[config.mk]
export PLATFORM = sky130hd
export DESIGN_NAME = sparse_polynomial_add_sub
export DESIGN_NICKNAME = d
export VERILOG_FILES = /design/src/design/spas_pkg.sv /design/src/design/spas_ctrl.sv /design/src/design/spas_dp.sv /design/src/design/sparse_polynomial_add_sub.sv
export VERILOG_INCLUDE_DIRS = /design/src /design/src/design
export SDC_FILE = /design/constraint.sdc
export NUM_CORES = 2
export LEC_CHECK = 0
export ABC_AREA = 1
export ABC_CLOCK_PERIOD_IN_PS = 17900
export BUFFER_PORTS_ARGS = -buffer_cell sky130_fd_sc_hd__buf_2
export CORE_UTILIZATION = 40
export DETAILED_ROUTE_END_ITERATION = 7
export HOLD_SLACK_MARGIN = 0.03
export PLACE_DENSITY = 0.56
export SYNTH_ARGS = -nofsm -noshare
export SYNTH_HDL_FRONTEND = slang
export SYNTH_SLANG_ARGS = --single-unit
[constraint.sdc]
create_clock -name clk -period 17.9 [get_ports clk]
set_clock_uncertainty 0.05 [all_clocks]
set_input_delay 1.79 -clock clk [delete_from_list [all_inputs] [get_ports clk]]
set_output_delay 1.79 -clock clk [all_outputs]
set_load 0.02 [all_outputs]
[src/design/assert_macros.svh]
// assertion macros shared by the rtl files
`ifndef ASSERT_MACROS_SVH
`define ASSERT_MACROS_SVH

// property must hold at every clock edge outside reset
`define ASSERT_CLK(label, clk, rst_n, prop) \
    label: assert property (@(posedge clk) disable iff (!rst_n) prop) \
        else $error("assertion failed");

// condition must never be true outside reset
`define ASSERT_NEVER(label, clk, rst_n, cond) \
    label: assert property (@(posedge clk) disable iff (!rst_n) !(cond)) \
        else $error("forbidden condition seen");

`endif

[src/design/spas_pkg.sv]
// types, codes and constants of the sparse polynomial add/subtract block
package spas_pkg;

    localparam int MAX_TERMS_DEFAULT = 32;

    localparam logic [1:0] MODE_LOAD_FIRST  = 2'd0;
    localparam logic [1:0] MODE_LOAD_SECOND = 2'd1;
    localparam logic [1:0] MODE_ADD         = 2'd2;
    localparam logic [1:0] MODE_SUB         = 2'd3;

    typedef struct packed {
        logic [1:0]         mode;
        logic signed [15:0] term_coefficient;
        logic [9:0]         term_exponent;
        logic               term_last;
    } item_t;

    typedef struct packed {
        logic signed [16:0] out_coefficient;
        logic [9:0]         out_exponent;
        logic               out_last;
        logic               out_empty;
        logic               out_overflow;
    } result_t;

    typedef struct packed {
        logic signed [15:0] coefficient;
        logic [9:0]         exponent;
    } term_t;

    typedef struct packed {
        logic latch;
        logic ld_prep;
        logic ins_read;
        logic ins_shift;
        logic ins_put;
        logic mg_start;
        logic mg_read;
        logic mg_emit;
        logic emit_empty;
    } cmd_t;

    typedef struct packed {
        logic is_load;
        logic do_insert;
        logic ptr_zero;
        logic shift_more;
        logic both_empty;
        logic mg_final;
    } sts_t;

endpackage

[src/design/spas_ctrl.sv]
// controller state machine for load insertion and merge sequencing
`include "assert_macros.svh"

module spas_ctrl (
    input  logic          clk,
    input  logic          rst_n,
    input  logic          item_valid,
    output logic          item_stall,
    output logic          result_valid,
    input  logic          result_stall,
    input  spas_pkg::sts_t sts,
    output spas_pkg::cmd_t cmd
);

    typedef enum logic [2:0] {
        S_IDLE,
        S_DECODE,
        S_INS_RD,
        S_INS_CMP,
        S_MG_RD,
        S_MG_EMIT,
        S_EMPTY
    } state_t;

    state_t state_reg;
    state_t state_next;
    logic   result_valid_reg;
    logic   result_valid_next;
    logic   out_free;

    assign out_free     = !result_valid_reg || !result_stall;
    assign item_stall   = (state_reg != S_IDLE);
    assign result_valid = result_valid_reg;

    always_comb
    begin
        cmd               = '0;
        state_next        = state_reg;
        result_valid_next = result_valid_reg;
        if (result_valid_reg && !result_stall)
        begin
            result_valid_next = 1'b0;
        end
        case (state_reg)
            S_IDLE:
            begin
                if (item_valid)
                begin
                    cmd.latch  = 1'b1;
                    state_next = S_DECODE;
                end
            end
            S_DECODE:
            begin
                if (sts.is_load)
                begin
                    cmd.ld_prep = 1'b1;
                    state_next  = sts.do_insert ? S_INS_RD : S_IDLE;
                end
                else if (sts.both_empty)
                begin
                    state_next = S_EMPTY;
                end
                else
                begin
                    cmd.mg_start = 1'b1;
                    state_next   = S_MG_RD;
                end
            end
            S_INS_RD:
            begin
                if (sts.ptr_zero)
                begin
                    cmd.ins_put = 1'b1;
                    state_next  = S_IDLE;
                end
                else
                begin
                    cmd.ins_read = 1'b1;
                    state_next   = S_INS_CMP;
                end
            end
            S_INS_CMP:
            begin
                if (sts.shift_more)
                begin
                    cmd.ins_shift = 1'b1;
                    state_next    = S_INS_RD;
                end
                else
                begin
                    cmd.ins_put = 1'b1;
                    state_next  = S_IDLE;
                end
            end
            S_MG_RD:
            begin
                cmd.mg_read = 1'b1;
                state_next  = S_MG_EMIT;
            end
            S_MG_EMIT:
            begin
                if (out_free)
                begin
                    cmd.mg_emit       = 1'b1;
                    result_valid_next = 1'b1;
                    state_next        = sts.mg_final ? S_IDLE : S_MG_RD;
                end
            end
            S_EMPTY:
            begin
                if (out_free)
                begin
                    cmd.emit_empty    = 1'b1;
                    result_valid_next = 1'b1;
                    state_next        = S_IDLE;
                end
            end
            default:
            begin
                state_next = S_IDLE;
            end
        endcase
    end

    always_ff @(posedge clk or negedge rst_n)
    begin
        if (!rst_n)
        begin
            state_reg        <= S_IDLE;
            result_valid_reg <= 1'b0;
        end
        else
        begin
            state_reg        <= state_next;
            result_valid_reg <= result_valid_next;
        end
    end

    `ASSERT_NEVER(a_emit_overwrite, clk, rst_n, (cmd.mg_emit || cmd.emit_empty) && result_valid && result_stall)
    `ASSERT_CLK(a_busy_after_transfer, clk, rst_n, (item_valid && !item_stall) |=> item_stall)

endmodule

[src/design/spas_dp.sv]
// datapath: term stores, counts, flags, merge arithmetic and result register
`include "assert_macros.svh"

module spas_dp #(
    parameter int MAX_TERMS = spas_pkg::MAX_TERMS_DEFAULT
) (
    input  logic              clk,
    input  logic              rst_n,
    input  spas_pkg::item_t   item,
    input  spas_pkg::cmd_t    cmd,
    output spas_pkg::sts_t    sts,
    output spas_pkg::result_t result
);

    localparam int IDX_W = (MAX_TERMS > 1) ? $clog2(MAX_TERMS) : 1;
    localparam int CNT_W = $clog2(MAX_TERMS + 1);

    spas_pkg::term_t   first_terms_reg  [MAX_TERMS];
    spas_pkg::term_t   second_terms_reg [MAX_TERMS];
    spas_pkg::term_t   rd1_reg;
    spas_pkg::term_t   rd2_reg;
    spas_pkg::item_t   item_reg;
    spas_pkg::result_t result_reg;

    logic [CNT_W-1:0] first_count_reg;
    logic [CNT_W-1:0] second_count_reg;
    logic [CNT_W-1:0] ptr_reg;
    logic [CNT_W-1:0] j_reg;
    logic [1:0]       restart_reg;
    logic             dropped_reg;

    logic             sel;
    logic             coef_nonzero;
    logic [CNT_W-1:0] sel_count;
    logic [CNT_W-1:0] eff_n;
    logic             store_full;
    logic [CNT_W-1:0] ptr_dec;
    logic [IDX_W-1:0] rd1_addr;
    logic [IDX_W-1:0] rd2_addr;
    logic [IDX_W-1:0] wr_addr;
    spas_pkg::term_t  rd_sel;
    spas_pkg::term_t  new_term;
    spas_pkg::term_t  wr_data;
    logic             wr_first;
    logic             wr_second;

    logic               a_ok;
    logic               b_ok;
    logic               take_a;
    logic               combine;
    logic signed [16:0] ca_ext;
    logic signed [16:0] cb_ext;
    logic signed [16:0] res_coef;
    logic [9:0]         res_exp;
    logic [CNT_W-1:0]   i_next;
    logic [CNT_W-1:0]   j_next;
    logic               mg_final;

    assign sel          = item_reg.mode[0];
    assign coef_nonzero = (item_reg.term_coefficient != 16'sd0);
    assign sel_count    = sel ? second_count_reg : first_count_reg;
    assign eff_n        = restart_reg[sel] ? '0 : sel_count;
    assign store_full   = !(32'(eff_n) < MAX_TERMS);
    assign ptr_dec      = ptr_reg - CNT_W'(1);
    assign rd1_addr     = cmd.mg_read ? ptr_reg[IDX_W-1:0] : ptr_dec[IDX_W-1:0];
    assign rd2_addr     = cmd.mg_read ? j_reg[IDX_W-1:0] : ptr_dec[IDX_W-1:0];
    assign wr_addr      = ptr_reg[IDX_W-1:0];
    assign rd_sel       = sel ? rd2_reg : rd1_reg;
    assign new_term     = '{coefficient: item_reg.term_coefficient,
                            exponent: item_reg.term_exponent};
    assign wr_data      = cmd.ins_shift ? rd_sel : new_term;
    assign wr_first     = (cmd.ins_shift || cmd.ins_put) && !sel;
    assign wr_second    = (cmd.ins_shift || cmd.ins_put) && sel;

    // merge step on the two words registered by the last merge read
    always_comb
    begin
        a_ok    = (ptr_reg < first_count_reg);
        b_ok    = (j_reg < second_count_reg);
        take_a  = !b_ok || (a_ok && (rd1_reg.exponent > rd2_reg.exponent));
        combine = !take_a && a_ok && (rd1_reg.exponent == rd2_reg.exponent);
        ca_ext  = {rd1_reg.coefficient[15], rd1_reg.coefficient};
        cb_ext  = {rd2_reg.coefficient[15], rd2_reg.coefficient};
        if (item_reg.mode == spas_pkg::MODE_SUB)
        begin
            cb_ext = -cb_ext;
        end
        if (take_a)
        begin
            res_coef = ca_ext;
            res_exp  = rd1_reg.exponent;
        end
        else
        begin
            res_coef = combine ? (ca_ext + cb_ext) : cb_ext;
            res_exp  = rd2_reg.exponent;
        end
        i_next   = ptr_reg + CNT_W'(take_a || combine);
        j_next   = j_reg + CNT_W'(!take_a);
        mg_final = !(i_next < first_count_reg) && !(j_next < second_count_reg);
    end

    always_comb
    begin
        sts.is_load    = (item_reg.mode == spas_pkg::MODE_LOAD_FIRST)
                      || (item_reg.mode == spas_pkg::MODE_LOAD_SECOND);
        sts.do_insert  = coef_nonzero && !store_full;
        sts.ptr_zero   = (ptr_reg == '0);
        sts.shift_more = (rd_sel.exponent < item_reg.term_exponent);
        sts.both_empty = (first_count_reg == '0) && (second_count_reg == '0);
        sts.mg_final   = mg_final;
    end

    // term stores
    always_ff @(posedge clk)
    begin
        if (wr_first)
        begin
            first_terms_reg[wr_addr] <= wr_data;
        end
        if (wr_second)
        begin
            second_terms_reg[wr_addr] <= wr_data;
        end
        if (cmd.ins_read || cmd.mg_read)
        begin
            rd1_reg <= first_terms_reg[rd1_addr];
            rd2_reg <= second_terms_reg[rd2_addr];
        end
    end

    // payload registers
    always_ff @(posedge clk)
    begin
        if (cmd.latch)
        begin
            item_reg <= item;
        end
        if (cmd.mg_emit)
        begin
            result_reg <= '{out_coefficient: res_coef, out_exponent: res_exp,
                            out_last: mg_final, out_empty: 1'b0,
                            out_overflow: dropped_reg};
        end
        else if (cmd.emit_empty)
        begin
            result_reg <= '{out_coefficient: 17'sd0, out_exponent: 10'd0,
                            out_last: 1'b1, out_empty: 1'b1,
                            out_overflow: dropped_reg};
        end
    end

    always_ff @(posedge clk or negedge rst_n)
    begin
        if (!rst_n)
        begin
            first_count_reg  <= '0;
            second_count_reg <= '0;
            ptr_reg          <= '0;
            j_reg            <= '0;
            restart_reg      <= '0;
            dropped_reg      <= 1'b0;
        end
        else
        begin
            if (cmd.ld_prep)
            begin
                if (sel)
                begin
                    second_count_reg <= eff_n;
                end
                else
                begin
                    first_count_reg <= eff_n;
                end
                restart_reg[sel] <= item_reg.term_last;
                ptr_reg          <= eff_n;
                if (coef_nonzero && store_full)
                begin
                    dropped_reg <= 1'b1;
                end
            end
            if (cmd.ins_shift)
            begin
                ptr_reg <= ptr_dec;
            end
            if (cmd.ins_put)
            begin
                if (sel)
                begin
                    second_count_reg <= second_count_reg + CNT_W'(1);
                end
                else
                begin
                    first_count_reg <= first_count_reg + CNT_W'(1);
                end
            end
            if (cmd.mg_start)
            begin
                ptr_reg <= '0;
                j_reg   <= '0;
            end
            if (cmd.mg_emit)
            begin
                ptr_reg <= i_next;
                j_reg   <= j_next;
            end
        end
    end

    assign result = result_reg;

    `ASSERT_NEVER(a_count_range, clk, rst_n, (32'(first_count_reg) > MAX_TERMS) || (32'(second_count_reg) > MAX_TERMS))
    `ASSERT_NEVER(a_shift_at_zero, clk, rst_n, cmd.ins_shift && (ptr_reg == '0))

endmodule

[src/design/sparse_polynomial_add_sub.sv]
// load: an unstored term returns to idle after decode; else each stored term of lower exponent
// moves up by one registered store read and one write, then the new term is put, with no read when it lands first
// add/subtract: a merge read then an emit per result term, or one empty result when both stores are empty;
// each emit waits while the output is stalled; a command gives up to 2*MAX_TERMS result transfers;
// only one item is in work at a time; a finished result waits in the output register while the next item is taken
// reset clears counts, restart bits and the overflow flag; store contents are not cleared
module sparse_polynomial_add_sub #(
    parameter int MAX_TERMS = spas_pkg::MAX_TERMS_DEFAULT
) (
    input  logic              clk,
    input  logic              rst_n,
    input  logic              item_valid,
    output logic              item_stall,
    input  spas_pkg::item_t   item,
    output logic              result_valid,
    input  logic              result_stall,
    output spas_pkg::result_t result
);

    spas_pkg::cmd_t cmd;
    spas_pkg::sts_t sts;

    spas_ctrl u_ctrl (
        .clk          (clk),
        .rst_n        (rst_n),
        .item_valid   (item_valid),
        .item_stall   (item_stall),
        .result_valid (result_valid),
        .result_stall (result_stall),
        .sts          (sts),
        .cmd          (cmd)
    );

    spas_dp #(
        .MAX_TERMS (MAX_TERMS)
    ) u_dp (
        .clk    (clk),
        .rst_n  (rst_n),
        .item   (item),
        .cmd    (cmd),
        .sts    (sts),
        .result (result)
    );

endmodule

==> results.txt <==
- Outcome: complete, no violations
- Number of slew-limit violations in the final report: 0
- The path class of the tightest hold or removal check is reg2reg.
- Slew of the pin with the lowest slew margin: 1.36 ns
- Sorting the synthesized cells by how often they occur yields 2192 x sky130_fd_sc_hd__nand2_1, 1774 x sky130_fd_sc_hd__edfxtp_1, 1031 x sky130_fd_sc_hd__inv_1, 943 x sky130_fd_sc_hd__nand3_1, 320 x sky130_fd_sc_hd__o211ai_1.
- Crit path depth: 15
- Summing the areas of all compound-gate instances in the mapped netlist gives between 5 and 6% of the synthesized area.
- Headroom to the max-slew limit came out at a little under a tenth.
* Final hold violations: 0
* Number of library cell types mapped by synthesis: between 40 and 50
- For this block, wires on met1 add up to ~100000 um.
- IR analysis of the VDD net gives a maximum drop of 0.143 mV.
* Final worst path period need: between 5 and 6 ns
* CTS Buffer Depth: 3
- Share of synthesized cell area in and, or, nand and nor gates: between 10% and 20%
- Net count after synthesis: around 7500
- Number of ports placed on the die boundary: 65
- Critical Path Sink: u_dp.first_terms_reg[28][18]
- Row generation in the floorplan step produced ~160 rows.
* Reg2Reg Depth: 15
- Die Height: roughly 450 um
- For this run, the register share of the synthesized area comes to about two thirds.
- For this run, the slowest stage of the critical path takes ~0.85 ns.
- The initial antenna violation count was 6.
- In this run, the number of DRC markers left after iteration 0 of detailed routing was slightly above 6000.
* Tot GR Track Use: ~24%
- Power spread over the standard cell area amounts to 199 mW/mm^2.
* Fmax: roughly 0.18 GHz
- In the final routed layout, each cell accounts on average for between 20 and 25 um.
* Fraction of the mapped netlist area in adder cells: 1.09%
- The detailed router placed 54300 vias in this run.
- Top-count cell post-synth: sky130_fd_sc_hd__nand2_1
* Setup repair after global routing missed its margin: no
* Clock insertion delay at the later pin of the skew report: approximately 0.86 ns
* H-tree depth: 4
* Internal reg-to-reg setup slack: ~12 ns
- Cell types with the largest area share after synthesis: sky130_fd_sc_hd__edfxtp_1 67%, sky130_fd_sc_hd__nand2_1 10%, sky130_fd_sc_hd__nand3_1 5.9%, sky130_fd_sc_hd__inv_1 4.9%, sky130_fd_sc_hd__o211ai_1 3.0%
- The analysis attributes to cell leakage a power of about 35 nW.
- Synth Area per Inst: ~11 sq um
- Final worst hold slack: ~0.47 ns
- TritonCTS built the clock tree.
- Met3 WL: between 20000 and 25000 um
- Multiplexer area fraction after synthesis: less than 1%
* Share of flip-flops with an asynchronous set or reset after synthesis: between 1.5 and 2%
- Placeable core region: around 0.20 sq mm
* Startpoint-to-endpoint class of the critical path: reg2reg
* Dominant combinational cell family by area after synthesis: simple AND/OR/NAND/NOR gates
- CP endpoint kind: register
- The cell area that synthesis handed to floorplanning was around 0.080 sq mm.
- On the critical path, the stage with the largest delay is an instance of sky130_fd_sc_hd__nand3_2.
- Final Routed Wirelength: between 200000 and 250000 um
- Beginning of the critical path: u_dp.item_reg[27]
- Final global-route overflow total: 0
- Cts repair resizes: 0
- Max FO, Critical Path: about 40
* Proportion of layout cells with a drive suffix above 1: between 7 and 8%
- Die span in x: ~450 um
- TritonCTS Buffers: approximately 190
* FF+latch count, synth: approximately 1800
- At the worst endpoint, the arrival time is a little over 6 ns.
- The highest layer touched by signal routing is met5.
- Dividing the detail-routed via count by the number of cells gives roughly 5.3.
- Broken down by cell family, the worst path's largest delay share belongs to buffers and inverters.
* Count of non-filler cells in the finished layout: 10200
- Required time of the critical path: roughly 18 ns
* Cell count after synthesis: 7411
* Post-detail-place hpwl: between 100000 and 150000 um
- Routed met2 length: 111000 um
* DRT antenna net count: 0
- Critical path launch point type: register
- The count of buffers added on input and output ports is 64.
* Number of synthesized flops with an enable pin: between 1500 and 2000
- Before antenna repair, the detailed router went through 6 iterations.
- The critical path goes through clkinv_1, buf_4, o21ai_0, ha_1, nand2_1, inv_1, o21ai_0, nand2_1, nor2_1, nand3_2, inv_2, buf_4, nand2_1, o21ai_4, buf_4.
* Number of placed instances with taps included: ~10000
- Post-route DRC: 0
* Number of global-route vias before repair: 50000
- At the end of routability-driven placement, the weighted congestion stood at 0.887.
- Final worst-path cycle share: between 30% and 40%
- The critical path contains buffers and inverters numbering 6 combined.
* Hold buffers post-CTS: 0
- Placed Instance Area: 0.0830 sq mm
- The initial utilization of the core area, before any placement, comes to between 40% and 50%.
* Layout overhead on the synthesized area: 11.4%
* Num Clock Sinks: ~1800
* Number of buffers added for setup after CTS: 0
- The die covers approximately 0.2 sq mm.
- Once layout is done, the placed cells without fillers occupy 0.0887 sq mm.
- CTS Root Buffer Type: sky130_fd_sc_hd__clkbuf_16
* Warning count from the yosys run: 0
* Worst reg2reg path endpoint: u_dp.first_terms_reg[28][18]
* Flip-flop cell with the highest count after synthesis: sky130_fd_sc_hd__edfxtp_1
* Maximum number of pins on one net before global-route repair: between 200 and 300
- The first global-routing pass estimated ~350000 um of wire.
* Post-synthesis share of cell area spent on xor and xnor gates: less than 1%
- In this run the critical register-to-register path is launched from u_dp.item_reg[27].
* Setup TNS Final: 0 ns
- After clock tree synthesis, the clock-pin slew on the worst setup and hold paths is approximately 0.060 ns.
* Maxcap violations: 0
- Cell type contributing the most total cell area after synthesis: sky130_fd_sc_hd__edfxtp_1
- Fin nets: around 7500
- Count of final setup violators: 0
* Share of the synthesized area in the top cell type: between 60% and 70%
==> cell type report <==
| type | instances | area, sq um |
|---|---|---|
| Antenna cell | 5 | 12.5 |
| Clock buffer | 236 | 4910 |
| Clock inverter | 104 | 744 |
| Fill cell | 18200 | 109000 |
| Inverter | 1045 | 3950 |
| Multi-Input combinational cell | 4168 | 20300 |
| Sequential cell | 1806 | 54100 |
| Tap cell | 2640 | 3300 |
| Timing Repair Buffer | 198 | 1380 |
==> per-layer routing <==
metal	global-route usage (%)	vias to the layer above
met3	3.92	418
li1	-	25000
met5	0	-
met4	8.95	2
met2	37.8	2270
met1	33.9	26600
==> stage by stage <==
stage	total power [mW]	setup slack [ns]	utilization (%)
final	17.6	12.26	44.9
after global placement	13.9	12.33	42.0
after floorplan	10.8	12.24	-
after CTS	17.6	12.30	44.9
after global routing	18.5	11.81	44.9
after detailed placement	13.9	12.33	42.0
==> how the worst min path moves through the flow <==
stage	from	end	slack [ns]	cells after the start
6_report	u_dp.dropped_reg	u_dp.dropped_reg	0.47	2
5_1_grt	u_dp.result[1]	u_dp.result[1]	0.49	2
4_1_cts	u_dp.dropped_reg	u_dp.dropped_reg	0.47	2
3_5_place_dp	u_dp.dropped_reg	u_dp.dropped_reg	0.46	2
3_3_place_gp	u_dp.dropped_reg	u_dp.dropped_reg	0.43	2
2_1_floorplan	u_dp.dropped_reg	u_dp.dropped_reg	0.37	2
==> kinds of logic (layout without fill, tap and decap cells) <==
| family | after synthesis | after routing |
|---|---|---|
| simple gates | 3428 | 3428 |
| buf+inv | 1437 | 1583 |
| flops | 1806 | 1806 |
| other cells | 0 | 5 |
| mux | 1 | 1 |
| xor+xnor | 34 | 34 |
| fa+ha+maj | 69 | 69 |
| compound gates | 636 | 636 |
==> layout by cell type (no fill, tap or decap), types with 45 or more instances in the layout <==
cell type	synthesis	routed
sky130_fd_sc_hd__nand2_1	2192	2190
sky130_fd_sc_hd__edfxtp_1	1774	1774
sky130_fd_sc_hd__inv_1	1031	1025
sky130_fd_sc_hd__nand3_1	943	942
sky130_fd_sc_hd__o211ai_1	320	320
sky130_fd_sc_hd__o21ai_0	225	199
sky130_fd_sc_hd__clkbuf_16	0	189
sky130_fd_sc_hd__nor2_1	189	132
sky130_fd_sc_hd__buf_4	11	130
sky130_fd_sc_hd__ha_1	68	68
sky130_fd_sc_hd__buf_2	250	64
sky130_fd_sc_hd__a21oi_1	57	57
sky130_fd_sc_hd__nand3b_1	53	53
sky130_fd_sc_hd__clkinv_1	1	52
sky130_fd_sc_hd__clkbuf_1	103	47
sky130_fd_sc_hd__nor2_2	3	45
==> power by group <==
| group | switching (mW) | total (mW) | internal, mW |
|---|---|---|---|
| combinational | 6.37 | 8.38 | 2.01 |
| sequential | 0.171 | 5.57 | 5.40 |
| clock | 1.62 | 3.67 | 2.05 |
==> tightest hold or removal path, stage by stage (launching register included) <==
cell                      delay [ns]
sky130_fd_sc_hd__dfrtp_1        0.33
sky130_fd_sc_hd__inv_1          0.08
sky130_fd_sc_hd__nand2_1        0.08
Power figures use the tool's default switching activity.
